`src/hdl/fcwpd_pkg.sv`:
```
// ----------------------------------------------------------------------------
// fcwpd_pkg
// Shared constants, types and state codes of the four channel window peak
// detector.
// ----------------------------------------------------------------------------
package fcwpd_pkg;

    // Number of items held in each channel's sliding window.
    localparam int WINDOW_DEPTH = 32;
    localparam int N_CH         = 4;
    localparam int SAMPLE_W     = 8;
    localparam int ENTRY_W      = N_CH * SAMPLE_W;
    localparam int SLOT_W       = (WINDOW_DEPTH > 1) ? $clog2(WINDOW_DEPTH) : 1;
    localparam int FILL_W       = $clog2(WINDOW_DEPTH + 1);
    localparam int CH_IDX_W     = 2;

    localparam logic [SAMPLE_W-1:0] THRESHOLD_RESET = 8'd100;

    typedef logic [N_CH-1:0][SAMPLE_W-1:0] t_lane_arr;

    // Sequencer states.
    typedef enum logic [1:0] {
        ST_IDLE,
        ST_SCAN,
        ST_DRAIN,
        ST_RESULT
    } t_state;

    // Control of the shared min/max unit.
    typedef struct packed {
        logic clear;
        logic update;
    } t_mm_ctrl;

endpackage

```
`src/hdl/fcwpd_in_if.sv`:
```
// ----------------------------------------------------------------------------
// fcwpd_in_if
// Request channel carrying one sample of each of the four channels.
// ----------------------------------------------------------------------------
interface fcwpd_in_if;
    logic       valid;
    logic       ready;
    logic [7:0] ch1_sample;
    logic [7:0] ch2_sample;
    logic [7:0] ch3_sample;
    logic [7:0] ch4_sample;

    modport source (
        output valid, ch1_sample, ch2_sample, ch3_sample, ch4_sample,
        input  ready
    );
    modport sink (
        input  valid, ch1_sample, ch2_sample, ch3_sample, ch4_sample,
        output ready
    );
endinterface

```
`src/hdl/fcwpd_out_if.sv`:
```
// ----------------------------------------------------------------------------
// fcwpd_out_if
// Result channel carrying the four swings and the strongest channel report.
// ----------------------------------------------------------------------------
interface fcwpd_out_if;
    logic       valid;
    logic       ready;
    logic [7:0] ch1_swing;
    logic [7:0] ch2_swing;
    logic [7:0] ch3_swing;
    logic [7:0] ch4_swing;
    logic [1:0] strongest_channel;
    logic [7:0] strongest_swing;
    logic       detected;

    modport source (
        output valid, ch1_swing, ch2_swing, ch3_swing, ch4_swing,
               strongest_channel, strongest_swing, detected,
        input  ready
    );
    modport sink (
        input  valid, ch1_swing, ch2_swing, ch3_swing, ch4_swing,
               strongest_channel, strongest_swing, detected,
        output ready
    );
endinterface

```
`src/hdl/fcwpd_minmax.sv`:
```
// ----------------------------------------------------------------------------
// fcwpd_minmax
// Shared compare unit: keeps a running minimum and maximum per channel lane
// and presents the swing of each lane.
// ----------------------------------------------------------------------------
module fcwpd_minmax (
    input  logic                               i_clk,
    input  fcwpd_pkg::t_mm_ctrl                i_ctrl,
    input  logic [fcwpd_pkg::ENTRY_W-1:0]      i_entry,
    output fcwpd_pkg::t_lane_arr               o_swing
);
    import fcwpd_pkg::*;

    t_lane_arr r_min;
    t_lane_arr r_max;
    t_lane_arr lane_val;

    assign lane_val = i_entry;

    always_ff @(posedge i_clk) begin
        for (int ch = 0; ch < N_CH; ch++) begin
            if (i_ctrl.clear) begin
                r_min[ch] <= '1;
                r_max[ch] <= '0;
            end else if (i_ctrl.update) begin
                if (lane_val[ch] < r_min[ch]) begin
                    r_min[ch] <= lane_val[ch];
                end
                if (lane_val[ch] > r_max[ch]) begin
                    r_max[ch] <= lane_val[ch];
                end
            end
        end
    end

    // At least one entry is folded in before the swing is used, so the
    // maximum never lies below the minimum.
    always_comb begin
        for (int ch = 0; ch < N_CH; ch++) begin
            o_swing[ch] = r_max[ch] - r_min[ch];
        end
    end

endmodule

```
`src/hdl/four_channel_window_peak_detector.sv`:
```
// ----------------------------------------------------------------------------
// four_channel_window_peak_detector
// Each accepted request is written to the window, then the stored items (1 up
// to WINDOW_DEPTH) are scanned through the single read port of the window
// memory, one entry per cycle; the drain and result states then load the result
// register, and only then is a new request taken.
// Reset: synchronous active low; clears the sequencer, write slot, fill count
// and result valid, and loads the threshold with 100. The window needs no clear.
// ----------------------------------------------------------------------------
module four_channel_window_peak_detector (
    input  logic              i_clk,
    input  logic              i_rst_n,
    fcwpd_in_if.sink          i_in_if,
    fcwpd_out_if.source       o_out_if,
    input  logic              i_cfg_we,
    input  logic [7:0]        i_cfg_wdata
);
    import fcwpd_pkg::*;

    // Window memory: one 32-bit entry per item, channel one in the low byte.
    // Entries are written in order 0, 1, 2 ... and wrap, so the stored items
    // are always entries 0 up to fill count minus one.
    logic [ENTRY_W-1:0] r_window [WINDOW_DEPTH];

    t_state             r_state, n_state;
    logic [SLOT_W-1:0]  r_wr_slot, n_wr_slot;
    logic [FILL_W-1:0]  r_fill, n_fill;
    logic [SLOT_W-1:0]  r_rd_addr, n_rd_addr;
    logic [ENTRY_W-1:0] r_rd_data;
    logic               r_rd_vld;
    logic [SAMPLE_W-1:0] r_threshold;

    logic               r_out_valid, n_out_valid;
    t_lane_arr          r_out_swing;
    logic [CH_IDX_W-1:0] r_out_ch;
    logic [SAMPLE_W-1:0] r_out_best;
    logic               r_out_det;

    logic               in_fire;
    logic               rd_en;
    logic               load_out;
    logic               last_addr;
    logic [ENTRY_W-1:0] in_entry;
    t_mm_ctrl           mm_ctrl;
    t_lane_arr          swing;
    logic [CH_IDX_W-1:0] best_ch;
    logic [SAMPLE_W-1:0] best_sw;

    // The block takes a new request only between items; the result register
    // lets a finished result wait while the next request is accepted.
    assign i_in_if.ready = (r_state == ST_IDLE);
    assign in_fire       = i_in_if.valid && i_in_if.ready;
    assign in_entry      = {i_in_if.ch4_sample, i_in_if.ch3_sample,
                            i_in_if.ch2_sample, i_in_if.ch1_sample};

    // The scan ends at the entry just below the fill count.
    assign last_addr = (FILL_W'({1'b0, r_rd_addr}) + FILL_W'(1)) == r_fill;

    // Threshold register.
    always_ff @(posedge i_clk) begin
        if (!i_rst_n) begin
            r_threshold <= THRESHOLD_RESET;
        end else if (i_cfg_we) begin
            r_threshold <= i_cfg_wdata;
        end
    end

    // Window memory: written on an accepted request, read during the scan.
    always_ff @(posedge i_clk) begin
        if (in_fire) begin
            r_window[r_wr_slot] <= in_entry;
        end
        if (rd_en) begin
            r_rd_data <= r_window[r_rd_addr];
        end
    end

    // Sequencer and output register control.
    always_comb begin
        n_state     = r_state;
        n_wr_slot   = r_wr_slot;
        n_fill      = r_fill;
        n_rd_addr   = r_rd_addr;
        n_out_valid = r_out_valid;
        rd_en       = 1'b0;
        load_out    = 1'b0;
        mm_ctrl     = '{clear: 1'b0, update: r_rd_vld};

        if (r_out_valid && o_out_if.ready) begin
            n_out_valid = 1'b0;
        end

        unique case (r_state)
            ST_IDLE: begin
                if (in_fire) begin
                    n_wr_slot = (r_wr_slot == SLOT_W'(WINDOW_DEPTH - 1)) ?
                                '0 : r_wr_slot + SLOT_W'(1);
                    if (r_fill != FILL_W'(WINDOW_DEPTH)) begin
                        n_fill = r_fill + FILL_W'(1);
                    end
                    n_rd_addr     = '0;
                    mm_ctrl.clear = 1'b1;
                    n_state       = ST_SCAN;
                end
            end
            ST_SCAN: begin
                rd_en = 1'b1;
                if (last_addr) begin
                    n_state = ST_DRAIN;
                end else begin
                    n_rd_addr = r_rd_addr + SLOT_W'(1);
                end
            end
            ST_DRAIN: begin
                // The last read entry is folded into the min/max this cycle.
                n_state = ST_RESULT;
            end
            ST_RESULT: begin
                if (!r_out_valid || o_out_if.ready) begin
                    load_out    = 1'b1;
                    n_out_valid = 1'b1;
                    n_state     = ST_IDLE;
                end
            end
            default: begin
                n_state = ST_IDLE;
            end
        endcase
    end

    always_ff @(posedge i_clk) begin
        if (!i_rst_n) begin
            r_state     <= ST_IDLE;
            r_wr_slot   <= '0;
            r_fill      <= '0;
            r_rd_addr   <= '0;
            r_rd_vld    <= 1'b0;
            r_out_valid <= 1'b0;
        end else begin
            r_state     <= n_state;
            r_wr_slot   <= n_wr_slot;
            r_fill      <= n_fill;
            r_rd_addr   <= n_rd_addr;
            r_rd_vld    <= rd_en;
            r_out_valid <= n_out_valid;
        end
    end

    // Shared min/max unit fed one window entry per cycle.
    fcwpd_minmax u_minmax (
        .i_clk   (i_clk),
        .i_ctrl  (mm_ctrl),
        .i_entry (r_rd_data),
        .o_swing (swing)
    );

    // Strongest channel: a later channel wins only with a strictly larger
    // swing, so ties go to the lowest channel.
    always_comb begin
        best_ch = '0;
        best_sw = swing[0];
        for (int ch = 1; ch < N_CH; ch++) begin
            if (swing[ch] > best_sw) begin
                best_ch = CH_IDX_W'(ch);
                best_sw = swing[ch];
            end
        end
    end

    // Result register.
    always_ff @(posedge i_clk) begin
        if (load_out) begin
            r_out_swing <= swing;
            r_out_ch    <= best_ch;
            r_out_best  <= best_sw;
            r_out_det   <= (best_sw > r_threshold);
        end
    end

    assign o_out_if.valid             = r_out_valid;
    assign o_out_if.ch1_swing         = r_out_swing[0];
    assign o_out_if.ch2_swing         = r_out_swing[1];
    assign o_out_if.ch3_swing         = r_out_swing[2];
    assign o_out_if.ch4_swing         = r_out_swing[3];
    assign o_out_if.strongest_channel = r_out_ch;
    assign o_out_if.strongest_swing   = r_out_best;
    assign o_out_if.detected          = r_out_det;

endmodule

```
`src/flat_wrapper.sv`:
```
// flat-port wrapper written by rule: the top's interface ports become plain ports
module four_channel_window_peak_detector_flat import fcwpd_pkg::*;
  (i_clk, i_rst_n, i_cfg_we, i_cfg_wdata, i_in_if_valid, i_in_if_ch1_sample, i_in_if_ch2_sample, i_in_if_ch3_sample, i_in_if_ch4_sample, i_in_if_ready, o_out_if_valid, o_out_if_ch1_swing, o_out_if_ch2_swing, o_out_if_ch3_swing, o_out_if_ch4_swing, o_out_if_strongest_channel, o_out_if_strongest_swing, o_out_if_detected, o_out_if_ready);
  fcwpd_in_if i_in_if_i ();
  fcwpd_out_if o_out_if_i ();
  input  logic i_clk;
  input  logic i_rst_n;
  input  logic i_cfg_we;
  input  logic [7:0] i_cfg_wdata;
  input wire logic [$bits(i_in_if_i.valid)-1:0] i_in_if_valid;
  input wire logic [$bits(i_in_if_i.ch1_sample)-1:0] i_in_if_ch1_sample;
  input wire logic [$bits(i_in_if_i.ch2_sample)-1:0] i_in_if_ch2_sample;
  input wire logic [$bits(i_in_if_i.ch3_sample)-1:0] i_in_if_ch3_sample;
  input wire logic [$bits(i_in_if_i.ch4_sample)-1:0] i_in_if_ch4_sample;
  output wire logic [$bits(i_in_if_i.ready)-1:0] i_in_if_ready;
  output wire logic [$bits(o_out_if_i.valid)-1:0] o_out_if_valid;
  output wire logic [$bits(o_out_if_i.ch1_swing)-1:0] o_out_if_ch1_swing;
  output wire logic [$bits(o_out_if_i.ch2_swing)-1:0] o_out_if_ch2_swing;
  output wire logic [$bits(o_out_if_i.ch3_swing)-1:0] o_out_if_ch3_swing;
  output wire logic [$bits(o_out_if_i.ch4_swing)-1:0] o_out_if_ch4_swing;
  output wire logic [$bits(o_out_if_i.strongest_channel)-1:0] o_out_if_strongest_channel;
  output wire logic [$bits(o_out_if_i.strongest_swing)-1:0] o_out_if_strongest_swing;
  output wire logic [$bits(o_out_if_i.detected)-1:0] o_out_if_detected;
  input wire logic [$bits(o_out_if_i.ready)-1:0] o_out_if_ready;
  assign i_in_if_i.valid = i_in_if_valid;
  assign i_in_if_i.ch1_sample = i_in_if_ch1_sample;
  assign i_in_if_i.ch2_sample = i_in_if_ch2_sample;
  assign i_in_if_i.ch3_sample = i_in_if_ch3_sample;
  assign i_in_if_i.ch4_sample = i_in_if_ch4_sample;
  assign i_in_if_ready = i_in_if_i.ready;
  assign o_out_if_valid = o_out_if_i.valid;
  assign o_out_if_ch1_swing = o_out_if_i.ch1_swing;
  assign o_out_if_ch2_swing = o_out_if_i.ch2_swing;
  assign o_out_if_ch3_swing = o_out_if_i.ch3_swing;
  assign o_out_if_ch4_swing = o_out_if_i.ch4_swing;
  assign o_out_if_strongest_channel = o_out_if_i.strongest_channel;
  assign o_out_if_strongest_swing = o_out_if_i.strongest_swing;
  assign o_out_if_detected = o_out_if_i.detected;
  assign o_out_if_i.ready = o_out_if_ready;
  four_channel_window_peak_detector u_core (.i_clk(i_clk), .i_rst_n(i_rst_n), .i_in_if(i_in_if_i), .o_out_if(o_out_if_i), .i_cfg_we(i_cfg_we), .i_cfg_wdata(i_cfg_wdata));
endmodule
```
`config.mk`:
```
export PLATFORM = sky130hd
export DESIGN_NAME = four_channel_window_peak_detector_flat
export DESIGN_NICKNAME = d
export VERILOG_FILES = /design/src/hdl/fcwpd_pkg.sv /design/src/hdl/fcwpd_in_if.sv /design/src/hdl/fcwpd_out_if.sv /design/src/hdl/fcwpd_minmax.sv /design/src/hdl/four_channel_window_peak_detector.sv /design/src/flat_wrapper.sv
export SDC_FILE = /design/constraint.sdc
export NUM_CORES = 1
export LEC_CHECK = 0
export BUFFER_PORTS_ARGS = -buffer_cell sky130_fd_sc_hd__buf_2
export CAP_MARGIN = 20
export CORE_MARGIN = 5
export CORE_UTILIZATION = 60
export CTS_BUF_LIST = sky130_fd_sc_hd__clkbuf_4 sky130_fd_sc_hd__clkbuf_8
export CTS_CLUSTER_DIAMETER = 100
export DETAILED_ROUTE_END_ITERATION = 12
export MAX_ROUTING_LAYER = met4
export PLACE_DENSITY = 0.89
export SLEW_MARGIN = 15
export SYNTH_ARGS = -nofsm -noshare
export SYNTH_HDL_FRONTEND = slang
export SYNTH_HIERARCHICAL = 1
export SYNTH_SLANG_ARGS = --single-unit
export TNS_END_PERCENT = 10
```
`constraint.sdc`:
```
create_clock -name i_clk -period 8.6 [get_ports i_clk]
set_input_delay 0.43 -clock i_clk [delete_from_list [all_inputs] [get_ports i_clk]]
set_output_delay 0.43 -clock i_clk [all_outputs]
set_load 0.02 [all_outputs]
```
* After elaboration in Yosys (flattened, before gate mapping) *
Memories as Yosys holds them, arrays and structs flattened. A register that Yosys moved wholly into a read port is not among the register bits.
Index checks and enable logic that the tools add are counted.

storage, ports and cells
  register bits = 135
  RAM bits = 1024
  input port bits = 45
  output and inout port bits = 45
  logic and storage cells = 95
  memories kept = 1

operators by class
  add/sub/neg operators = 8
  order comparisons = 12
  equal/unequal tests = 10
  multiplexer cells = 22
  reductions and logical operators = 19

memories
  name             depth  width  rd ports  clocked after memory_dff  write ports  RTL line                                 RTL
  u_core.r_window  32     32     1         1                         1            four_channel_window_peak_detector.sv:23  logic [ENTRY_W-1:0] r_window [WINDOW_DEPTH];

operators with widths
  cell                 count
  $gt 8x8->1           8
  $lt 8x8->1           4
  $sub 8x8->8          4
  $mux 8               3
  $reduce_and 2->1     9
  $mux 5               3
  $mux 1               11
  $add 5x1->5 const B  2
  $pmux 5 s2           1
  $reduce_and 3->1     3
  $pmux 2 s4           1
  $add 5x1->6 const B  1
  $add 6x1->6 const B  1
  $eq 6x6->1           1
  $mux 2               3
  $ne 6x6->1 const B   1
  $eq 5x5->1 const B   1
  $eq 2x2->1 const B   2
  $ne 2x1->1 const B   2
  $ne 2x2->1 const B   2
  $eq 2x1->1 const B   1
  $logic_and 1x1->1    2
  $logic_not 2->1      1
  $reduce_bool 2->1    1
  other kinds (3)      3

* Depth between registers and ports, before layout *
Gate-level depths: netlist (run 1).

  depth after elaboration = 8
  gate-level depth with buffers = 39
  depth with buffers taken out = 38

* Cells and area by module *
The synthesis (run 1) kept the hierarchy.

modules (own cells, without submodules)
  module                             times used  cells each  area each (um^2)  seq. area each (um^2)
  four_channel_window_peak_detector  1           1906        43797.0           33562.2
  fcwpd_minmax                       1           625         5256.3            1281.2

* Worst setup path after synthesis (run 1) *
No wires, ideal clock.

  path type = register to register
  start = register u_core/u_minmax/r_max[0] (netlist name)
  end = register u_core.r_out_det (netlist: u_core/o_out_if.detected) (data pin)
  library setup time = 0.259 ns
  data arrival time = 7.031 ns
  data required time = 8.341 ns
  slack = 1.310 ns
  cell stages (with the launch flop) = 39
  path buffers = 1
  period minus slack after synthesis = 7.290 ns
  path through = dfxtp_1 -> inv_1 -> ha_1 -> fa_1 -> nor2b_1 -> o21ai_1 -> a21boi_2 -> nor4_1 -> a311o_1 -> inv_1 -> ha_1 -> nand4_1 -> a21oi_1 -> o22ai_2 -> mux2i_1 -> ha_1 -> a21oi_1 -> o21ai_0 -> [3 not listed] -> nand2_1 -> o21ai_0 -> ha_1 -> nor2b_1 -> o21ai_0 -> a21oi_1 -> o21bai_1 -> a21oi_1 -> clkbuf_1 -> a22o_1 -> ha_1 -> nor2b_1 -> o21a_1 -> o21ai_0 -> nand2b_1 -> a21oi_1 -> o21ai_0 -> o31a_1

RTL lines
  what                               RTL line                                  RTL
  from (decl)                        fcwpd_minmax.sv:15                        t_lane_arr r_max;
  from (signal, indexed assignment)  fcwpd_minmax.sv:30                        r_max[ch] <= lane_val[ch];
  to (signal assigned)               four_channel_window_peak_detector.sv:176  r_out_det <= (best_sw > r_threshold);
  to (decl)                          four_channel_window_peak_detector.sv:37   logic r_out_det;

==> PnR_summary.wiki, run 1 <==
{| class="wikitable"
! Metric !! Value
|-
| Number of CTS-inserted buffers || 179
|-
| Clock tree skew after final layout || around 0.056 ns
|-
| Upper clock frequency limit || 122 MHz
|-
| Leading cell types by count after synthesis || 1099 x sky130_fd_sc_hd__edfxtp_1, 320 x sky130_fd_sc_hd__mux4_2, 131 x sky130_fd_sc_hd__ha_1
|-
| Area of combinational cells with multiple inputs || 13500 sq um
|-
| Syn avg cell area || 19.4 sq um
|-
| Combined area of all synthesized cells || 49100 sq um
|-
| Startpoint type of the worst setup path || flip-flop
|-
| Remaining global-route overflow || 0
|-
| FF+latch count, synth || 1191
|-
| Final worst hold slack || 0.0489 ns
|-
| Wire length of the first global-routing pass || 178000 um
|-
| Pin count of the biggest net entering global routing || between 100 and 150
|-
| TritonCTS Sinks || 1191
|-
| R2R Path Start || u_core/u_minmax/r_max[0]$_SDFFE_PP0P_
|-
| Synth Net Count || 2711
|-
| Hold WC Path Type || in -> reg
|-
| Clock slew seen by the registers of the worst setup and hold paths || 0.06 ns
|-
| Required time of the critical path || around 9 ns
|-
| Number of standard-cell rows in the floorplan || 104
|-
| Type of the worst setup path || reg -> reg
|-
| Post-route fraction of the period consumed by the critical path || 95.0%
|-
| Number of nets at the end of the flow || approximately 2.9k
|-
| Via count of the first global-routing pass || 27.1k
|-
| Placeable Area || 80800 sq um
|-
| Worst hold stages || 3
|-
| Peak supply drop || 0.000738 V
|-
| Fillers || between 4k and 5k
|-
| Finish-stage setup viols || 0
|-
| Number of top-level pins || 90
|-
| H-tree levels || 4
|-
| Ratio of cells with drive above 1 in the final layout || between 20 and 30%
|-
| Port buffer count || 89
|-
| Number of antenna violations at the first check in global routing || 9
|-
| Crit path launch || u_core/u_minmax/r_max[0]$_SDFFE_PP0P_
|-
| Final slew viol count || 0
|-
| CP arrival || 8.76 ns
|-
| Gr usage total || 28.9%
|-
| Mean number of vias per cell || 6.74
|-
| Leading post-synthesis cells by cell area || sky130_fd_sc_hd__edfxtp_1 67%, sky130_fd_sc_hd__mux4_2 15%, sky130_fd_sc_hd__dfxtp_1 3.8%
|-
| Aggregate negative setup slack || 0 ns
|-
| DP Worst Slack || approximately 0.45 ns
|-
| Min setup slack post-route || roughly 0.43 ns
|-
| Synthesis-to-finish area growth || 11.5%
|-
| R2r setup slk || 0.43 ns
|-
| Share of synthesized area occupied by flip-flops and latches || a little under three quarters
|-
| Cell taking the most area after synthesis || sky130_fd_sc_hd__edfxtp_1
|-
| Final weighted congestion of routability-driven global placement || 0.863
|-
| Worst-path maximum fanout || 18
|-
| Vias post-DR || 26.7k
|-
| DRC violation count after routing || 0
|-
| Number of endpoints with negative hold slack in the final report || 0
|-
| Utilization after layout || 67.7%
|-
| Largest stage delay on the critical path || 0.58 ns
|-
| Count of distinct cell types in the synthesized netlist || 71
|-
| Number of instances in the placed design || 3616
|-
| Slowest-stage cell, CP || sky130_fd_sc_hd__a2111o_2
|-
| Reg-to-Reg End || u_core/o_out_if.detected$_DFFE_PP_
|-
| Worst R2R Path Depth || 39
|-
| Critical path capture point type || flip-flop
|-
| Post-synth top flop || sky130_fd_sc_hd__edfxtp_1
|-
| Iter 0 DRT Violations || 3695
|-
| Area of the die || 87600 sq um
|-
| P_leak || about 18 nW
|-
| WHS Endpoint || u_core/r_threshold[7]$_SDFFE_PN0P_
|-
| Final routed wire length divided by cell count || just over 30 um
|-
| DIE HEIGHT || around 300 um
|-
| Top-count cell post-synth || sky130_fd_sc_hd__edfxtp_1
|-
| Post-route non-filler standard cell count || 3965
|-
| Count of warnings emitted by yosys || 6
|-
| Total area of sequential cells || 34900 sq um
|-
| Number of synthesized flops with an enable pin || 1099
|-
| Source-to-sink clock delay at the later pin of the worst-skew pair || 0.87 ns
|-
| Actual transition at the worst max-transition pin || 1.09 ns
|-
| Clock tree from TritonCTS || done
|-
| Clk root buf || sky130_fd_sc_hd__clkbuf_8
|-
| P per Cell Area || between 300 and 400 nW/um^2
|-
| Worst slew slack as a fraction of its limit || 27.3%
|-
| Post-detail-place hpwl || 67800 um
|-
| Hold_sp || i_cfg_we
|-
| Floorplan die width || a little under 300 um
|-
| Run status || finished clean
|-
| Total wire length after detailed routing || 122000 um
|-
| Count of antenna-violating nets left after detailed routing || 0
|-
| 1st-pass router iterations || 8
|-
| Portion of synthesized cell area occupied by the leading cell type || between 60% and 70%
|-
| Minimum clock period || 8.17 ns
|-
| Gate count after technology mapping || roughly 2.5k
|-
| # Max-Cap Violations || 0
|-
| Initial core utilization || 60.7%
|-
| Maximum number of buffers from clock root to sink || 3
|-
| Share of synthesized flip-flops with an asynchronous set or reset || 0%
|}
metal layers:
metal / vias to the layer above / share of wire, % / track usage [%]
met5: - / 0 / -
met4: 0 / 4.7 / 12.3
met3: 437 / 11 / 6.55
met2: 2131 / 51 / 47.4
met1: 13400 / 33 / 35.2
li1: 10700 / - / -
cell usage in the layout, fill, tap and decap left out, types with 21 or more instances in the layout:
| cell | count |
|---|---|
| sky130_fd_sc_hd__clkinv_2 | 24 |
| sky130_fd_sc_hd__a21oi_1 | 67 |
| sky130_fd_sc_hd__o21ai_0 | 75 |
| sky130_fd_sc_hd__mux4_2 | 320 |
| sky130_fd_sc_hd__buf_2 | 89 |
| sky130_fd_sc_hd__buf_4 | 43 |
| sky130_fd_sc_hd__dfxtp_1 | 87 |
| sky130_fd_sc_hd__xnor2_1 | 28 |
| sky130_fd_sc_hd__edfxtp_1 | 1099 |
| sky130_fd_sc_hd__mux2_2 | 34 |
| sky130_fd_sc_hd__nand2b_1 | 68 |
| sky130_fd_sc_hd__clkinv_1 | 46 |
| sky130_fd_sc_hd__nor2_4 | 32 |
| sky130_fd_sc_hd__nor2_1 | 42 |
| sky130_fd_sc_hd__nand2_1 | 50 |
| sky130_fd_sc_hd__mux2i_1 | 43 |
| sky130_fd_sc_hd__ha_1 | 130 |
| sky130_fd_sc_hd__nor2b_1 | 21 |
| sky130_fd_sc_hd__clkbuf_8 | 183 |
| sky130_fd_sc_hd__clkbuf_4 | 48 |
| sky130_fd_sc_hd__inv_1 | 119 |
worst max path at each step:
stage          cells past startpoint  slack, ns                                  to
2_1_floorplan                     38       1.31  u_core/o_out_if.detected$_DFFE_PP_
3_3_place_gp                      39       0.91  u_core/o_out_if.detected$_DFFE_PP_
3_5_place_dp                      37       0.45  u_core/o_out_if.detected$_DFFE_PP_
4_1_cts                           37       0.42  u_core/o_out_if.detected$_DFFE_PP_
5_1_grt                           39      -0.01  u_core/o_out_if.detected$_DFFE_PP_
6_report                          39       0.43  u_core/o_out_if.detected$_DFFE_PP_
per-stage QoR:
step	power, W	area, sq um
after floorplan	0.0122	49100
after global placement	0.0135	50900
after detailed placement	0.0139	50900
after CTS	0.0185	54600
after global routing	0.0197	54700
final	0.0187	54700
worst max-delay path, delay by kind of cell (launching register included):
family,cells,cell delay [ns]
AOI/OAI and AO/OA,21,3.79
adders and majority gates,6,1.80
and+or+nand+nor,7,1.09
buffers and inverters,4,0.57
DFF,1,0.36
muxes,1,0.33
sequential cells by signal, indices dropped and copies added, names as in the netlist, 2 cells and up:
signal and cells:
u_core/r_state 2, u_core/r_window 1024, u_core/r_fill 6, u_core/o_out_if.ch2_swing 8
u_core/o_out_if.ch3_swing 8, u_core/o_out_if.strongest_swing 8, u_core/r_wr_slot 5, u_core/o_out_if.ch4_swing 8
u_core/o_out_if.strongest_channel 2, u_core/r_threshold 8, u_core/r_rd_addr 5, u_core/u_minmax/r_max 32
u_core/r_rd_data 32, u_core/u_minmax/r_min 32, u_core/o_out_if.ch1_swing 8
layout make-up:
cell class	instances	area share, %
Timing Repair Buffer	153	1.84
Clock inverter	89	1.11
Clock buffer	231	5.27
Sequential cell	1191	63.8
Tap cell	1060	2.43
Multi-Input combinational cell	1113	24.7
Inverter	120	0.824
Antenna cell	8	0.0366
cells by family after synthesis:
logic type	count (synthesis)	synth area share [%]
buffers and inverters	227	1.95
AOI/OAI and AO/OA	236	3.07
DFF	1191	71.0
xor gates and xnor gates	31	0.554
adders and majority gates	135	3.50
muxes	400	16.4
and+or+nand+nor	311	3.46
repair_timing:
| action | CTS | global route |
|---|---|---|
| endpoints found under the hold margin | 28 | 0 |
| gates resized for setup | 0 | 4 |
| setup endpoints to repair | 0 | 1 |
| buffers inserted | 0 | 2 |
| hold buffers | 18 | 0 |
power by group:
group | internal, W | total [W] | switching (W)
Sequential | 0.00687 | 0.00709 | 0.000219
Clock | 0.00231 | 0.00455 | 0.00224
Combinational | 0.00299 | 0.00705 | 0.00406
Note: power is estimated with default switching activity, not from simulation.
==> run 2: changes to the inputs <==
--- a/config.mk
+++ b/config.mk
@@ -12,6 +12,7 @@
 export CTS_BUF_LIST = sky130_fd_sc_hd__clkbuf_4 sky130_fd_sc_hd__clkbuf_8
 export CTS_CLUSTER_DIAMETER = 100
 export DETAILED_ROUTE_END_ITERATION = 12
+export HOLD_SLACK_MARGIN = 0.1
 export MAX_ROUTING_LAYER = met4
 export PLACE_DENSITY = 0.89
 export SLEW_MARGIN = 15
==> constraint.sdc (replaced) <==
create_clock -name i_clk -period 9.7 [get_ports i_clk]
set_input_delay 0.485 -clock i_clk [delete_from_list [all_inputs] [get_ports i_clk]]
set_output_delay 0.485 -clock i_clk [all_outputs]
set_load 0.1 [all_outputs]
==> PnR_summary.wiki, run 2 (synthesis gave the netlist of run 1 again) <==
{| class="wikitable"
! Metric !! Value
|-
| Number of endpoints with negative hold slack in the final report || 0
|-
| Post-CTS Hold Fix Bufs || 39
|-
| Final routed wire length divided by cell count || 30.2 um
|-
| P_leak || about 18 nW
|-
| Port buffer count || 89
|-
| Ratio of cells with drive above 1 in the final layout || 28.8%
|-
| Critical path capture point type || flip-flop
|-
| Highest-count cells in the layout ignoring fill and taps || 1099 x sky130_fd_sc_hd__edfxtp_1, 320 x sky130_fd_sc_hd__mux4_2, 184 x sky130_fd_sc_hd__clkbuf_8, 130 x sky130_fd_sc_hd__ha_1, 119 x sky130_fd_sc_hd__inv_1
|-
| Crit path launch || u_core/u_minmax/r_min[9]$_SDFFE_PP1P_
|-
| Worst hold stages || 1
|-
| Number of flip-flops in the largest register || slightly above 1k
|-
| Worst R2R Path Depth || 37
|-
| Most flop-heavy register || u_core/r_window
|-
| Post-route fraction of the period consumed by the critical path || 84.2%
|-
| Peak supply drop || 0.000568 V
|-
| Iter 0 DRT Violations || between 3k and 4k
|-
| Final slew viol count || 0
|-
| Leading cell type in the layout, fill and taps excluded || sky130_fd_sc_hd__edfxtp_1
|-
| Clock tree from TritonCTS || done
|-
| Mean number of vias per cell || 6.64
|-
| Count of antenna-violating nets left after detailed routing || 0
|-
| P per Cell Area || 303 nW/um^2
|-
| Initial core utilization || 60.7%
|-
| Number of CTS-inserted buffers || 179
|-
| Worst slew slack as a fraction of its limit || approximately 24%
|-
| Slowest-stage cell, CP || sky130_fd_sc_hd__a2111o_2
|-
| Post-detail-place hpwl || 67900 um
|-
| Gr usage total || 28.7%
|-
| Fillers || 4624
|-
| Number of instances resized during post-cts repair || 0
|-
| Source-to-sink clock delay at the later pin of the worst-skew pair || 0.86 ns
|-
| Worst-path maximum fanout || 18
|-
| Area of the die || 87600 sq um
|-
| Required time of the critical path || 10.29 ns
|-
| Hold_sp || i_in_if_ch1_sample[7]
|-
| 1st-pass router iterations || 6
|-
| Synthesis-to-finish area growth || 12.1%
|-
| Upper clock frequency limit || 122 MHz
|-
| R2R Path Start || u_core/u_minmax/r_min[9]$_SDFFE_PP1P_
|-
| Clock slew seen by the registers of the worst setup and hold paths || roughly 0.080 ns
|-
| Hold WC Path Type || in -> reg
|-
| Floorplan die width || 296 um
|-
| Number of nets at the end of the flow || 2956
|-
| Actual transition at the worst max-transition pin || 1.13 ns
|-
| Placeable Area || 80800 sq um
|-
| Number of antenna violations at the first check in global routing || 13
|-
| Maximum number of buffers from clock root to sink || 3
|-
| Remaining global-route overflow || 0
|-
| Clk root buf || sky130_fd_sc_hd__clkbuf_8
|-
| Via count of the first global-routing pass || approximately 27k
|-
| Minimum clock period || 8.17 ns
|-
| Run status || finished clean
|-
| CP arrival || 8.76 ns
|-
| DRC violation count after routing || 0
|-
| Largest stage delay on the critical path || approximately 0.58 ns
|-
| Most common cell type on the critical path || sky130_fd_sc_hd__a21oi_1
|-
| Number of standard-cell rows in the floorplan || 104
|-
| DIE HEIGHT || 296 um
|-
| Setup repair after global routing missed its margin || no
|-
| Buffers inserted during post-CTS setup optimization || 0
|-
| Utilization after layout || 68.1%
|-
| Aggregate negative setup slack || 0 ns
|-
| Wire length of the first global-routing pass || 178000 um
|-
| Number of top-level pins || 90
|-
| Vias post-DR || 26.5k
|-
| Startpoint type of the worst setup path || flip-flop
|-
| TritonCTS Sinks || 1191
|-
| Pin count of the biggest net entering global routing || 165
|-
| Final weighted congestion of routability-driven global placement || 0.866
|-
| Final worst hold slack || ~0.14 ns
|-
| Clock tree skew after final layout || around 0.047 ns
|-
| Total wire length after detailed routing || between 100000 and 150000 um
|-
| Type of the worst setup path || reg -> reg
|-
| # Max-Cap Violations || 0
|-
| Finish-stage setup viols || 0
|-
| H-tree levels || 4
|}
run 2: metrics by stage:
stage	setup slack [ns]	area, sq um	cells	power [W]
global route	1.01	55000	3992	0.0177
CTS	1.65	55000	3982	0.0166
detailed placement	1.68	50900	3615	0.0125
finish	1.53	55000	3995	0.0167
global placement	1.94	50900	3615	0.0122
floorplan	2.41	49100	2531	0.0110
run 2: final timing paths:
| check | to | slack, ns |
|---|---|---|
| worst max-delay path | u_core/o_out_if.detected$_DFFE_PP_ | 1.53 |
| worst min-delay path | u_core/r_window[22][7]$_DFFE_PP_ | 0.14 |
| worst max register to register | u_core/o_out_if.detected$_DFFE_PP_ | 1.53 |
| worst min register to register | u_core/u_minmax/r_min[0]$_SDFFE_PP1P_ | 0.49 |
run 2: power by group:
part,switching [W],internal [W]
combinational,0.00365,0.00259
sequential,0.000200,0.00610
clock,0.00198,0.00218
run 2: area by class of cell:
type / instances / area (sq um) / share of cell area [%]
clock buffers: 248 / 3010 / 5.48
multi-input cells: 1113 / 13500 / 24.6
repair buffers: 171 / 1210 / 2.20
well taps: 1060 / 1330 / 2.41
flip-flops and latches: 1191 / 34900 / 63.4
diodes: 12 / 30.0 / 0.0546
clock inverters: 80 / 613 / 1.11
inverters: 120 / 450 / 0.819
run 2: metal layers:
metal | vias to the layer above | global-route usage [%] | wire, um
met2 | 1839 | 47.0 | 61500
met4 | 0 | 12.3 | 5640
li1 | 10800 | - | -
met3 | 407 | 6.70 | 12300
met5 | - | - | 0
met1 | 13500 | 35.1 | 41300
run 2: critical path, delay by kind of cell (launching register included):
| family | cells | cell delay, ns |
|---|---|---|
| and+or+nand+nor | 7 | 0.94 |
| xor gates and xnor gates | 1 | 0.29 |
| DFF | 1 | 0.36 |
| muxes | 1 | 0.39 |
| AOI/OAI and AO/OA | 21 | 4.06 |
| buffers and inverters | 2 | 0.32 |
| adders and majority gates | 5 | 1.59 |
